File: src/hw/rtl/bcbf_pkg.sv
`timescale 1ns / 1ps

package bcbf_pkg;

  // Coefficient format: signed Q2.30
  localparam int COEF_BITS   = 32;
  localparam int FRAC_BITS   = 30;

  // Configuration file: numerator and denominator word per section slot
  localparam int CFG_BITS     = 64;
  localparam int CFG_IDX_BITS = 3;
  localparam int MAX_SECTIONS = 4;
  localparam int SLOT_BITS    = 2;

  localparam logic [CFG_BITS-1:0] NUM_RESET = 64'd1073741824;  // b0 = 1.0
  localparam logic [CFG_BITS-1:0] DEN_RESET = 64'd0;

  // Parameter defaults
  localparam int SECTIONS_DEF    = 4;
  localparam int SAMPLE_BITS_DEF = 16;
  localparam int STATE_BITS_DEF  = 24;

  typedef struct packed {
    logic [CFG_BITS-1:0] den;  // a2 in 63:32, a1 in 31:0
    logic [CFG_BITS-1:0] num;  // b1 in 63:32, b0/b2 in 31:0
  } cfg_slot_t;

  // Control from the sequencer to the shared MAC
  typedef struct packed {
    logic mul;  // launch a product this cycle
    logic sub;  // product is subtracted (feedback term)
    logic clr;  // clear accumulator at the start of a section
  } mac_ctl_t;

endpackage

File: src/hw/rtl/bcbf_mac.sv
`timescale 1ns / 1ps

module bcbf_mac #(
  parameter int STATE_BITS = bcbf_pkg::STATE_BITS_DEF
) (
  input  logic                         clk_i,
  input  logic                         rst_ni,
  input  bcbf_pkg::mac_ctl_t           ctl_i,
  input  logic signed [bcbf_pkg::COEF_BITS-1:0] coef_i,
  input  logic signed [STATE_BITS-1:0] data_i,
  output logic signed [STATE_BITS-1:0] y_o
);

  localparam int CW = bcbf_pkg::COEF_BITS;
  localparam int FW = bcbf_pkg::FRAC_BITS;
  localparam int PW = CW + STATE_BITS;
  // five products plus the rounding constant
  localparam int AW = PW + 3;
  localparam int SW = AW - FW;

  logic signed [PW-1:0] prod_d, prod_q;
  logic                 pv_q, psub_q;
  logic signed [AW-1:0] acc_q, addend, rnd;
  logic signed [SW-1:0] shr;
  logic [SW-STATE_BITS:0] top_bits;
  logic                 in_range;

  assign prod_d = coef_i * data_i;
  assign addend = $signed({{(AW-PW){prod_q[PW-1]}}, prod_q});

  always_ff @(posedge clk_i or negedge rst_ni) begin
    if (!rst_ni) begin
      pv_q   <= 1'b0;
      psub_q <= 1'b0;
    end else begin
      pv_q   <= ctl_i.mul;
      psub_q <= ctl_i.sub;
    end
  end

  always_ff @(posedge clk_i) begin
    if (ctl_i.mul) begin
      prod_q <= prod_d;
    end
    if (ctl_i.clr) begin
      acc_q <= '0;
    end else if (pv_q) begin
      acc_q <= psub_q ? acc_q - addend : acc_q + addend;
    end
  end

  // round half up at the binary point, then saturate
  assign rnd      = acc_q + $signed({{(AW-FW){1'b0}}, 1'b1, {(FW-1){1'b0}}});
  assign shr      = rnd[AW-1:FW];
  assign top_bits = shr[SW-1:STATE_BITS-1];
  assign in_range = (&top_bits) | ~(|top_bits);

  always_comb begin
    if (in_range) begin
      y_o = shr[STATE_BITS-1:0];
    end else if (shr[SW-1]) begin
      y_o = $signed({1'b1, {(STATE_BITS-1){1'b0}}});
    end else begin
      y_o = $signed({1'b0, {(STATE_BITS-1){1'b1}}});
    end
  end

endmodule

File: src/hw/rtl/biquad_cascade_band_filter_unit.sv
`timescale 1ns / 1ps

// Cascade of SECTIONS second-order IIR sections (direct form I) on a stream of
// signed samples. Each sample is scaled into STATE_BITS-wide state, passes
// every section in turn (y = b0*x + b1*x1 + b0*x2 - a1*y1 - a2*y2, full-width
// sum, round half up at bit 30, saturate), and is scaled back with rounding
// and saturation. One 32 x STATE_BITS multiplier with an accumulator does all
// the products: five per section, then a step to drain the last product and
// one to round and update the section state. A new item is accepted only after
// the last has passed every section; the output register lets the next item
// start while a result waits. The user must write coefficients on the cfg port
// only while idle (the block does not enforce it): index 2k is section k's
// numerator (b1 in 63:32, b0 = b2 in 31:0), index 2k+1 its denominator (a2 in
// 63:32, a1 in 31:0), all signed Q2.30. After reset b0 = 1.0 and all else 0,
// so each section gives x + x2.
module biquad_cascade_band_filter_unit #(
  parameter int SECTIONS    = bcbf_pkg::SECTIONS_DEF,
  parameter int SAMPLE_BITS = bcbf_pkg::SAMPLE_BITS_DEF,
  parameter int STATE_BITS  = bcbf_pkg::STATE_BITS_DEF,
  localparam int TDW        = ((SAMPLE_BITS + 7) / 8) * 8
) (
  input  logic                              clk_i,
  input  logic                              rst_ni,
  // configuration write port
  input  logic                              cfg_we_i,
  input  logic [bcbf_pkg::CFG_IDX_BITS-1:0] cfg_idx_i,
  input  logic [bcbf_pkg::CFG_BITS-1:0]     cfg_wdata_i,
  // input stream
  input  logic                              s_axis_tvalid_i,
  output logic                              s_axis_tready_o,
  input  logic [TDW-1:0]                    s_axis_tdata_i,   // sample_in
  // output stream
  output logic                              m_axis_tvalid_o,
  input  logic                              m_axis_tready_i,
  output logic [TDW-1:0]                    m_axis_tdata_o    // sample_out
);

  localparam int XW    = STATE_BITS;
  localparam int SW    = SAMPLE_BITS;
  localparam int CW    = bcbf_pkg::COEF_BITS;
  localparam int DIFF  = STATE_BITS - SAMPLE_BITS;
  localparam int SECW  = (SECTIONS > 1) ? $clog2(SECTIONS) : 1;
  localparam int SlotW = bcbf_pkg::SLOT_BITS;

  // top-level states
  localparam logic [1:0] S_IDLE = 2'd0;
  localparam logic [1:0] S_RUN  = 2'd1;
  localparam logic [1:0] S_DONE = 2'd2;

  // steps within one section
  localparam logic [2:0] ST_B0X  = 3'd0;
  localparam logic [2:0] ST_B1X1 = 3'd1;
  localparam logic [2:0] ST_B0X2 = 3'd2;
  localparam logic [2:0] ST_A1Y1 = 3'd3;
  localparam logic [2:0] ST_A2Y2 = 3'd4;
  localparam logic [2:0] ST_DRN  = 3'd5;
  localparam logic [2:0] ST_FIN  = 3'd6;

  logic [1:0]      state_q, state_d;
  logic [2:0]      st_q;
  logic [SECW-1:0] sec_q;

  bcbf_pkg::cfg_slot_t cfg_q [bcbf_pkg::MAX_SECTIONS];
  bcbf_pkg::cfg_slot_t slot;

  logic signed [XW-1:0] x1_q [SECTIONS];
  logic signed [XW-1:0] x2_q [SECTIONS];
  logic signed [XW-1:0] y1_q [SECTIONS];
  logic signed [XW-1:0] y2_q [SECTIONS];

  logic signed [XW-1:0] cur_q;   // sample entering the current section
  logic signed [XW-1:0] v_in;    // input sample scaled to state width
  logic signed [SW-1:0] v_out;   // final state scaled back to sample width
  logic signed [SW-1:0] samp;
  logic [SW-1:0]        out_q;
  logic                 out_vld_q;

  bcbf_pkg::mac_ctl_t   ctl;
  logic signed [CW-1:0] coef;
  logic signed [XW-1:0] opnd;
  logic signed [XW-1:0] y_sec;

  logic in_acc, out_free, last_sec;

  assign samp            = $signed(s_axis_tdata_i[SW-1:0]);
  assign s_axis_tready_o = (state_q == S_IDLE);
  assign in_acc          = s_axis_tvalid_i & s_axis_tready_o;
  assign out_free        = ~out_vld_q | m_axis_tready_i;
  assign last_sec        = (sec_q == SECW'(SECTIONS - 1));
  assign m_axis_tvalid_o = out_vld_q;
  assign m_axis_tdata_o  = TDW'(out_q);

  // ---------------- input and output scaling ----------------
  generate
    if (DIFF >= 0) begin : g_in_up
      assign v_in = XW'(samp) <<< DIFF;
    end else begin : g_in_down
      localparam int K  = -DIFF;
      localparam int TW = SW + 1;
      logic signed [TW-1:0]   t;
      logic signed [TW-K-1:0] s;
      logic [TW-K-XW:0]       hi;
      assign t  = TW'(samp) + $signed(TW'(1) << (K - 1));
      assign s  = t[TW-1:K];
      assign hi = s[TW-K-1:XW-1];
      assign v_in = ((&hi) | ~(|hi)) ? s[XW-1:0] :
                    (s[TW-K-1] ? $signed({1'b1, {(XW-1){1'b0}}})
                               : $signed({1'b0, {(XW-1){1'b1}}}));
    end

    if (DIFF > 0) begin : g_out_down
      localparam int TW = XW + 1;
      logic signed [TW-1:0]      t;
      logic signed [TW-DIFF-1:0] s;
      logic [TW-DIFF-SW:0]       hi;
      assign t  = TW'(cur_q) + $signed(TW'(1) << (DIFF - 1));
      assign s  = t[TW-1:DIFF];
      assign hi = s[TW-DIFF-1:SW-1];
      assign v_out = ((&hi) | ~(|hi)) ? s[SW-1:0] :
                     (s[TW-DIFF-1] ? $signed({1'b1, {(SW-1){1'b0}}})
                                   : $signed({1'b0, {(SW-1){1'b1}}}));
    end else begin : g_out_up
      assign v_out = SW'(cur_q) <<< (-DIFF);
    end
  endgenerate

  // ---------------- configuration ----------------
  always_ff @(posedge clk_i or negedge rst_ni) begin
    if (!rst_ni) begin
      for (int i = 0; i < bcbf_pkg::MAX_SECTIONS; i++) begin
        cfg_q[i].num <= bcbf_pkg::NUM_RESET;
        cfg_q[i].den <= bcbf_pkg::DEN_RESET;
      end
    end else if (cfg_we_i) begin
      if (cfg_idx_i[0]) begin
        cfg_q[cfg_idx_i[bcbf_pkg::CFG_IDX_BITS-1:1]].den <= cfg_wdata_i;
      end else begin
        cfg_q[cfg_idx_i[bcbf_pkg::CFG_IDX_BITS-1:1]].num <= cfg_wdata_i;
      end
    end
  end

  assign slot = cfg_q[SlotW'(sec_q)];

  // ---------------- operand select for the shared MAC ----------------
  always_comb begin
    ctl.mul = (state_q == S_RUN) && (st_q <= ST_A2Y2);
    ctl.sub = (st_q == ST_A1Y1) || (st_q == ST_A2Y2);
    ctl.clr = (state_q == S_RUN) && (st_q == ST_B0X);
    unique case (st_q)
      ST_B0X: begin
        coef = $signed(slot.num[CW-1:0]);
        opnd = cur_q;
      end
      ST_B1X1: begin
        coef = $signed(slot.num[2*CW-1:CW]);
        opnd = x1_q[sec_q];
      end
      ST_B0X2: begin
        coef = $signed(slot.num[CW-1:0]);
        opnd = x2_q[sec_q];
      end
      ST_A1Y1: begin
        coef = $signed(slot.den[CW-1:0]);
        opnd = y1_q[sec_q];
      end
      ST_A2Y2: begin
        coef = $signed(slot.den[2*CW-1:CW]);
        opnd = y2_q[sec_q];
      end
      default: begin
        coef = '0;
        opnd = '0;
      end
    endcase
  end

  bcbf_mac #(
    .STATE_BITS(STATE_BITS)
  ) u_mac (
    .clk_i (clk_i),
    .rst_ni(rst_ni),
    .ctl_i (ctl),
    .coef_i(coef),
    .data_i(opnd),
    .y_o   (y_sec)
  );

  // ---------------- sequencer ----------------
  always_comb begin
    state_d = state_q;
    unique case (state_q)
      S_IDLE: if (in_acc) state_d = S_RUN;
      S_RUN:  if (st_q == ST_FIN && last_sec) state_d = S_DONE;
      S_DONE: if (out_free) state_d = S_IDLE;
      default: state_d = S_IDLE;
    endcase
  end

  always_ff @(posedge clk_i or negedge rst_ni) begin
    if (!rst_ni) begin
      state_q <= S_IDLE;
      st_q    <= ST_B0X;
      sec_q   <= '0;
    end else begin
      state_q <= state_d;
      if (in_acc) begin
        st_q  <= ST_B0X;
        sec_q <= '0;
      end else if (state_q == S_RUN) begin
        if (st_q == ST_FIN) begin
          st_q  <= ST_B0X;
          // back to section 0 after the last one so the counters rest at zero
          sec_q <= last_sec ? '0 : sec_q + SECW'(1);
        end else begin
          st_q <= st_q + 3'd1;
        end
      end
    end
  end

  // section history, written when a section finishes
  always_ff @(posedge clk_i or negedge rst_ni) begin
    if (!rst_ni) begin
      for (int i = 0; i < SECTIONS; i++) begin
        x1_q[i] <= '0;
        x2_q[i] <= '0;
        y1_q[i] <= '0;
        y2_q[i] <= '0;
      end
    end else if (state_q == S_RUN && st_q == ST_FIN) begin
      x2_q[sec_q] <= x1_q[sec_q];
      x1_q[sec_q] <= cur_q;
      y2_q[sec_q] <= y1_q[sec_q];
      y1_q[sec_q] <= y_sec;
    end
  end

  always_ff @(posedge clk_i) begin
    if (in_acc) begin
      cur_q <= v_in;
    end else if (state_q == S_RUN && st_q == ST_FIN) begin
      cur_q <= y_sec;
    end
  end

  // ---------------- output register ----------------
  always_ff @(posedge clk_i or negedge rst_ni) begin
    if (!rst_ni) begin
      out_vld_q <= 1'b0;
    end else if (state_q == S_DONE && out_free) begin
      out_vld_q <= 1'b1;
    end else if (m_axis_tready_i) begin
      out_vld_q <= 1'b0;
    end
  end

  always_ff @(posedge clk_i) begin
    if (state_q == S_DONE && out_free) begin
      out_q <= v_out;
    end
  end

  // ---------------- assertions ----------------
  a_busy_after_accept: assert property (@(posedge clk_i) disable iff (!rst_ni)
    in_acc |=> !s_axis_tready_o)
    else $error("input taken while a sample is in flight");

  a_step_range: assert property (@(posedge clk_i) disable iff (!rst_ni)
    (state_q == S_RUN) |-> (st_q <= ST_FIN))
    else $error("section step out of range");

  a_idle_counters: assert property (@(posedge clk_i) disable iff (!rst_ni)
    (state_q == S_IDLE) |-> (st_q == ST_B0X && sec_q == '0))
    else $error("sequencer counters not at rest while idle");

  a_done_delivers: assert property (@(posedge clk_i) disable iff (!rst_ni)
    (state_q == S_DONE && out_free) |=> m_axis_tvalid_o)
    else $error("finished sample not presented");

endmodule
File: config.mk
export PLATFORM = sky130hd
export DESIGN_NAME = biquad_cascade_band_filter_unit
export DESIGN_NICKNAME = d
export VERILOG_FILES = /design/src/hw/rtl/bcbf_pkg.sv /design/src/hw/rtl/bcbf_mac.sv /design/src/hw/rtl/biquad_cascade_band_filter_unit.sv
export SDC_FILE = /design/constraint.sdc
export NUM_CORES = 2
export LEC_CHECK = 0
export BUFFER_PORTS_ARGS = -buffer_cell sky130_fd_sc_hd__buf_2
export CAP_MARGIN = 5
export CORE_ASPECT_RATIO = 0.9
export CORE_MARGIN = 4
export CORE_UTILIZATION = 30
export DETAILED_ROUTE_END_ITERATION = 10
export PLACE_DENSITY = 0.44
export SLEW_MARGIN = 10
export SYNTH_ARGS = -nofsm -noshare
export SYNTH_HDL_FRONTEND = slang
export SYNTH_SLANG_ARGS = --single-unit
File: constraint.sdc
create_clock -name clk_i -period 11.9 [get_ports clk_i]
set_input_delay 1.785 -clock clk_i [delete_from_list [all_inputs] [get_ports clk_i]]
set_output_delay 1.785 -clock clk_i [all_outputs]
set_load 0.1 [all_outputs]
After elaboration in Yosys (flattened, before gate mapping)
Cells that the tools add are included.
Widths: inputs -> output; s select.
- bitwise logic cells: 9
- multiplexer cells: 50
- add/sub/neg operators: 6
- order comparisons: 5
- eq/ne operators: 11
- reductions and logical operators: 21
- $mul: 1
- operators by type and width (cell ; number):
    $bwmux 512 ; 2
    $demux 128 s2 ; 2
    $mux 512 ; 1
    $bwmux 96 ; 4
    $mux 128 ; 3
    $mux 24 ; 13
    $bmux 128 s2 ; 1
    $bmux 24 s2 ; 4
    $pmux 32 s4 ; 1
    $pmux 24 s5 ; 1
    $mux 64 ; 1
    $add 59x31->59 const B ; 1
    $add 59x56->59 ; 1
    $mux 59 ; 1
    $sub 59x56->59 ; 1
    $mul 32x24->56 ; 1
    $demux 24 s2 ; 1
    $mux 16 ; 2
    $add 24x9->25 const B ; 1
    $mux 2 ; 7
    $mux 3 ; 3
    $reduce_bool 2->1 ; 4
    $logic_and 1x1->1 ; 7
    $eq 3x2->1 const B ; 2
    other kinds (25) ; 38
- word-level logic and storage cells: 138
- register bits: 1061

Depth between registers and ports, before layout
- depth after elaboration: 7
- gate-level depth with buffers: 35

Hierarchy
A second synthesis with hierarchy kept.
- cell total of the unflattened synthesis: 6505
- area, all modules: 78321.4 µm²
- by module, submodules not included (module ; area an instance (µm²) ; instances ; cells an instance):
    biquad_cascade_band_filter_unit ; 42487.0 ; 1 ; 2585
    bcbf_mac ; 35834.4 ; 1 ; 3920

Worst setup path before layout
OpenSTA, ideal clock, no wires.
- path type: register -> register
- from: reg sec_q[0]
- to: reg u_mac.prod_q[52] (data pin)
- arrival: 8.763 ns
- slack: 2.877 ns
- setup time: 0.260 ns
- stages on the path, launching flop included: 33
- buffers on the path: 5
- clock period less this slack: 9.023 ns
- path through: dfrtp_1 buf_2 buf_2 buf_2 mux4_2 a22oi_1 nand2_1 a221oi_2 clkbuf_1 a21oi_1 fa_1 inv_1 fa_1 inv_1 fa_1 fa_1 fa_1 fa_1 inv_1 fa_1 inv_1 ha_1 clkbuf_1 nand3_1 nor3_1 nand3_1 a2111oi_0 nor3_2 a2111oi_0 or4_1 a31o_2 a21oi_1 xnor2_1
- cells in the longest elaborated chain, start to end: 6
- elaborated cells on any way between the ends: 19
- RTL lines (element ; line ; text):
    from (decl) ; biquad_cascade_band_filter_unit.sv:61 ; logic [SECW-1:0] sec_q;
    from (signal assigned) ; biquad_cascade_band_filter_unit.sv:214 ; sec_q <= last_sec ? '0 : sec_q + SECW'(1);
    $not 2->3 (implied by the code) * ; -- ;
    $bmux 24 s2, or another cell as far along ; biquad_cascade_band_filter_unit.sv:169 ; opnd = y2_q[sec_q];
    $mux 24 (implied by the code), or another cell as far along (2 in a row) ; biquad_cascade_band_filter_unit.sv:169 ;
    $pmux 24 s5 or $pmux 32 s4 (tied branches) ; biquad_cascade_band_filter_unit.sv:150 ; unique case (st_q)
    $mul 32x24->56 * ; bcbf_mac.sv:28 ; assign prod_d = coef_i * data_i;
    named net u_mac.prod_d[52] ; bcbf_mac.sv:21 ; logic signed [PW-1:0] prod_d, prod_q;
    to (signal assigned) ; bcbf_mac.sv:43 ; prod_q <= prod_d;
    to (decl) ; bcbf_mac.sv:21 ;
Mark *: on every way through the listed nets, which the timed path passes. The rest lies on a longest branch. The select of a mux whose other input is x is not followed.
A chain may end at the register's enable or synchronous reset.

Worst setup path after layout
Same ends and word-level chain as after synthesis.

==> flow_summary.json <==
{
  "ys_seq_area_share_pct": 34.4,
  "synth-seq-cells": 1061,
  "io-pin-count": 106,
  "cp-end-kind": "register",
  "yosys.area_share.simple_pct": 7.90,
  "ys_types": 85,
  "synth_xor_area_share_pct": 2.25,
  "ys.warnings.count": 0,
  "drive_gt1_share_pct": 23.0,
  "critPathSlowestCell": "dfrtp_4",
  "critPathArrivalTime_ns": 11.19,
  "antenna_found_initial": 29,
  "crit_path_start_kind": "register",
  "cts-resized-gates": 0,
  "drtPass1Iterations": 8,
  "syn-instance-count": 6793,
  "drtAntennaViolNets": 0,
  "synth_compound_area_share_pct": 6.68,
  "ys.flop_type": "dfrtp_1",
  "coreArea_um2": 256000,
  "crit_type": "register to register",
  "fmax_mhz": 92.8,
  "hpwl_um": 174000,
  "grt_usage_pct": 18.1,
  "synthMuxAreaShare_pct": 18.8,
  "worstPathRequired_ns": 12.32,
  "cts_setup_buffers": 0,
  "grt_pass1_wl_um": 368000,
  "dieHeight_um": 490,
  "slew_headroom_pct": 20.7,
  "min_path_type": "register to register",
  "rows": 176,
  "drc": 0,
  "grt_max_degree": 185,
  "synth_top_family_by_area": "adder cells",
  "synth_nets": 7881,
  "cts_buffer_depth": 3,
  "h-tree-depth": 3,
  "maxSlewViolCount": 0,
  "routed_via_density": 5.04,
  "start_util_pct": 30.2,
  "rrSetupSlack_ns": 1.12,
  "num-fill-cells": 25600,
  "cts_tree": "yes",
  "cts_num_sinks": 1061,
  "drt_iter0_drc": 3506,
  "ctsHoldBuffers": 0,
  "synth-async-reset-ratio_pct": 85.4,
  "clock_skew_ns": 0.0750,
  "nNetsFinal": 7937,
  "wl_per_cell_um": 23.3,
  "area_delta_synth_final_pct": 12.0,
  "syn_avg_cell_area_um2": 11.4,
  "drv_cap": 0,
  "crit_path_frequent_cell": "fa_1",
  "port_buffers": 105,
  "status": "finished clean",
  "seq_area_um2": 26700,
  "rsz0062_at_grt": "no",
  "fin_tns_setup_ns": 0,
  "clk_pin_slew_ns": 0.06,
  "die_area_um2": 267000,
  "route.vias.total": 52100,
  "period_share_pct": 90.6,
  "finalCriticalPeriod_ns": 10.78,
  "insertion_delay_ns": 0.75,
  "die_x_um": 544,
  "worst_pin_slew_ns": 1.19,
  "hold_viol": 0,
  "worstPathMaxFanout": 40,
  "grt_pass1_vias": 56200,
  "wl_um": 241000,
  "yosys.area_share.adder_pct": 23.7,
  "grt_overflow": 0,
  "root_buffer": "clkbuf_16",
  "multi_input_area_um2": 46300,
  "numCtsBuffers": 114,
  "synthesis.area_um2": 77500,
  "setup_viol": 0,
  "max_stage_delay_ns": 1.05,
  "gp_congestion": 0.849,
  "synth_edf_count": 88
}
-- Yosys cell counts, types with 39 or more instances --
master    number  area (um2)
a21o_1        60         450
a21oi_1      263        1320
a22o_1        58         508
a22oi_1       72         541
and2_1        60         375
buf_2         52         260
clkbuf_1     299        1120
dfrtp_1      902       22600
dfxtp_1       67        1340
edfxtp_1      88        2640
fa_1         785       15700
ha_1         215        2690
inv_1        895        3360
mux2_2       804        9050
mux2i_1       49         490
mux4_2       224        5040
nand2_1      732        2750
nand2b_1      39         244
nand3_1       65         325
nor2_1       263         987
nor2b_1       39         244
o21ai_0       90         450
o21ai_1       79         395
xnor2_1      137        1200
xor2_1        60         526
-- sequential cells by signal, summed over array words and instances, names as in the netlist --
signal	count
st_q	3
y2_q	96
sec_q	2
x2_q	96
y1_q	96
u_mac.prod_q	56
m_axis_tdata_o	16
u_mac.acc_q	59
m_axis_tvalid_o	1
state_q	2
x1_q	96
u_mac.psub_q	1
cur_q	24
cfg_q	512
u_mac.pv_q	1
-- cells by family after synthesis --
| logic type | count (synthesis) |
|---|---|
| and+or+nand+nor | 1381 |
| buffers and inverters | 1269 |
| muxes | 1077 |
| DFF | 1061 |
| adders and majority gates | 1000 |
| AOI/OAI and AO/OA | 807 |
| xor gates and xnor gates | 198 |
-- critical path: cells and delay by family (launching register included) --
family | cells | cell delay, ns
buffers and inverters | 9 | 1.84
AND/OR/NAND/NOR | 4 | 0.86
flip-flops | 1 | 1.05
AO/OA/AOI/OAI | 5 | 1.85
adder cells (fa/ha/maj) | 8 | 4.03
multiplexers | 1 | 0.52
XOR/XNOR | 1 | 0.17
-- per-layer routing --
metal / vias up / global-route usage (%) / part of all wire, %
met5: - / 0 / 0.062
met4: 22 / 3.70 / 2.0
met3: 262 / 3.32 / 5.2
met2: 1143 / 27.5 / 44
met1: 27900 / 26.8 / 49
li1: 22800 / - / -
-- metrics by stage --
step	setup WS, ns	cell area, um2	instances	hold slack (ns)	utilization (%)
after CTS	1.01	86800	10300	0.485	33.9
final	1.12	86900	10300	0.481	33.9
after floorplan	2.88	77500	6793	0.445	-
after detailed placement	1.10	82900	10100	0.471	32.3
after global routing	0.497	86900	10300	0.503	33.9
after global placement	1.03	82900	10100	0.461	32.3
-- layout make-up --
| type | count | area share [%] |
|---|---|---|
| clock inverters | 42 | 0.625 |
| clock buffers | 171 | 3.94 |
| repair buffers | 314 | 2.64 |
| well taps | 3382 | 4.87 |
| multi-input cells | 4463 | 53.3 |
| flip-flops and latches | 1061 | 30.7 |
| diodes | 10 | 0.0288 |
| inverters | 895 | 3.87 |
-- placed cells by master, fill, tap and decap left out, types with 30 or more instances in the layout --
| cell | netlist | layout |
|---|---|---|
| nor2_1 | 263 | 257 |
| o21ai_1 | 79 | 75 |
| nand2_1 | 732 | 728 |
| fa_1 | 785 | 785 |
| inv_1 | 895 | 895 |
| and3_1 | 36 | 36 |
| a21o_1 | 60 | 60 |
| dfrtp_1 | 902 | 898 |
| o21ai_0 | 90 | 90 |
| buf_4 | 2 | 194 |
| dfxtp_1 | 67 | 67 |
| and2_1 | 60 | 60 |
| nand2b_1 | 39 | 39 |
| buf_2 | 52 | 104 |
| nand4_1 | 31 | 31 |
| edfxtp_1 | 88 | 88 |
| nor2b_1 | 39 | 39 |
| a31oi_1 | 33 | 32 |
| mux2i_1 | 49 | 49 |
| mux4_2 | 224 | 224 |
| a22o_1 | 58 | 58 |
| clkbuf_16 | 0 | 117 |
| xor2_1 | 60 | 60 |
| xnor2_1 | 137 | 137 |
| a21oi_1 | 263 | 263 |
| nor3_1 | 34 | 30 |
| mux2_2 | 804 | 804 |
| a22oi_1 | 72 | 72 |
| ha_1 | 215 | 214 |
| nand3_1 | 65 | 65 |
-- final timing paths --
path,cells past startpoint,startpoint,to
setup reg to reg,28,sec_q[0],u_mac.prod_q[52]
max in group asynchronous,3,rst_ni,y1_q[83]
setup / recovery,28,sec_q[0],u_mac.prod_q[52]
min in group asynchronous,1,rst_ni,cfg_q[163]
hold / removal,2,y1_q[82],y1_q[82]
hold reg to reg,2,y1_q[82],y1_q[82]
Power is left out: the tool's default activity adds up to more than one toggle a clock period on the data nets, which glitch-free logic cannot reach.
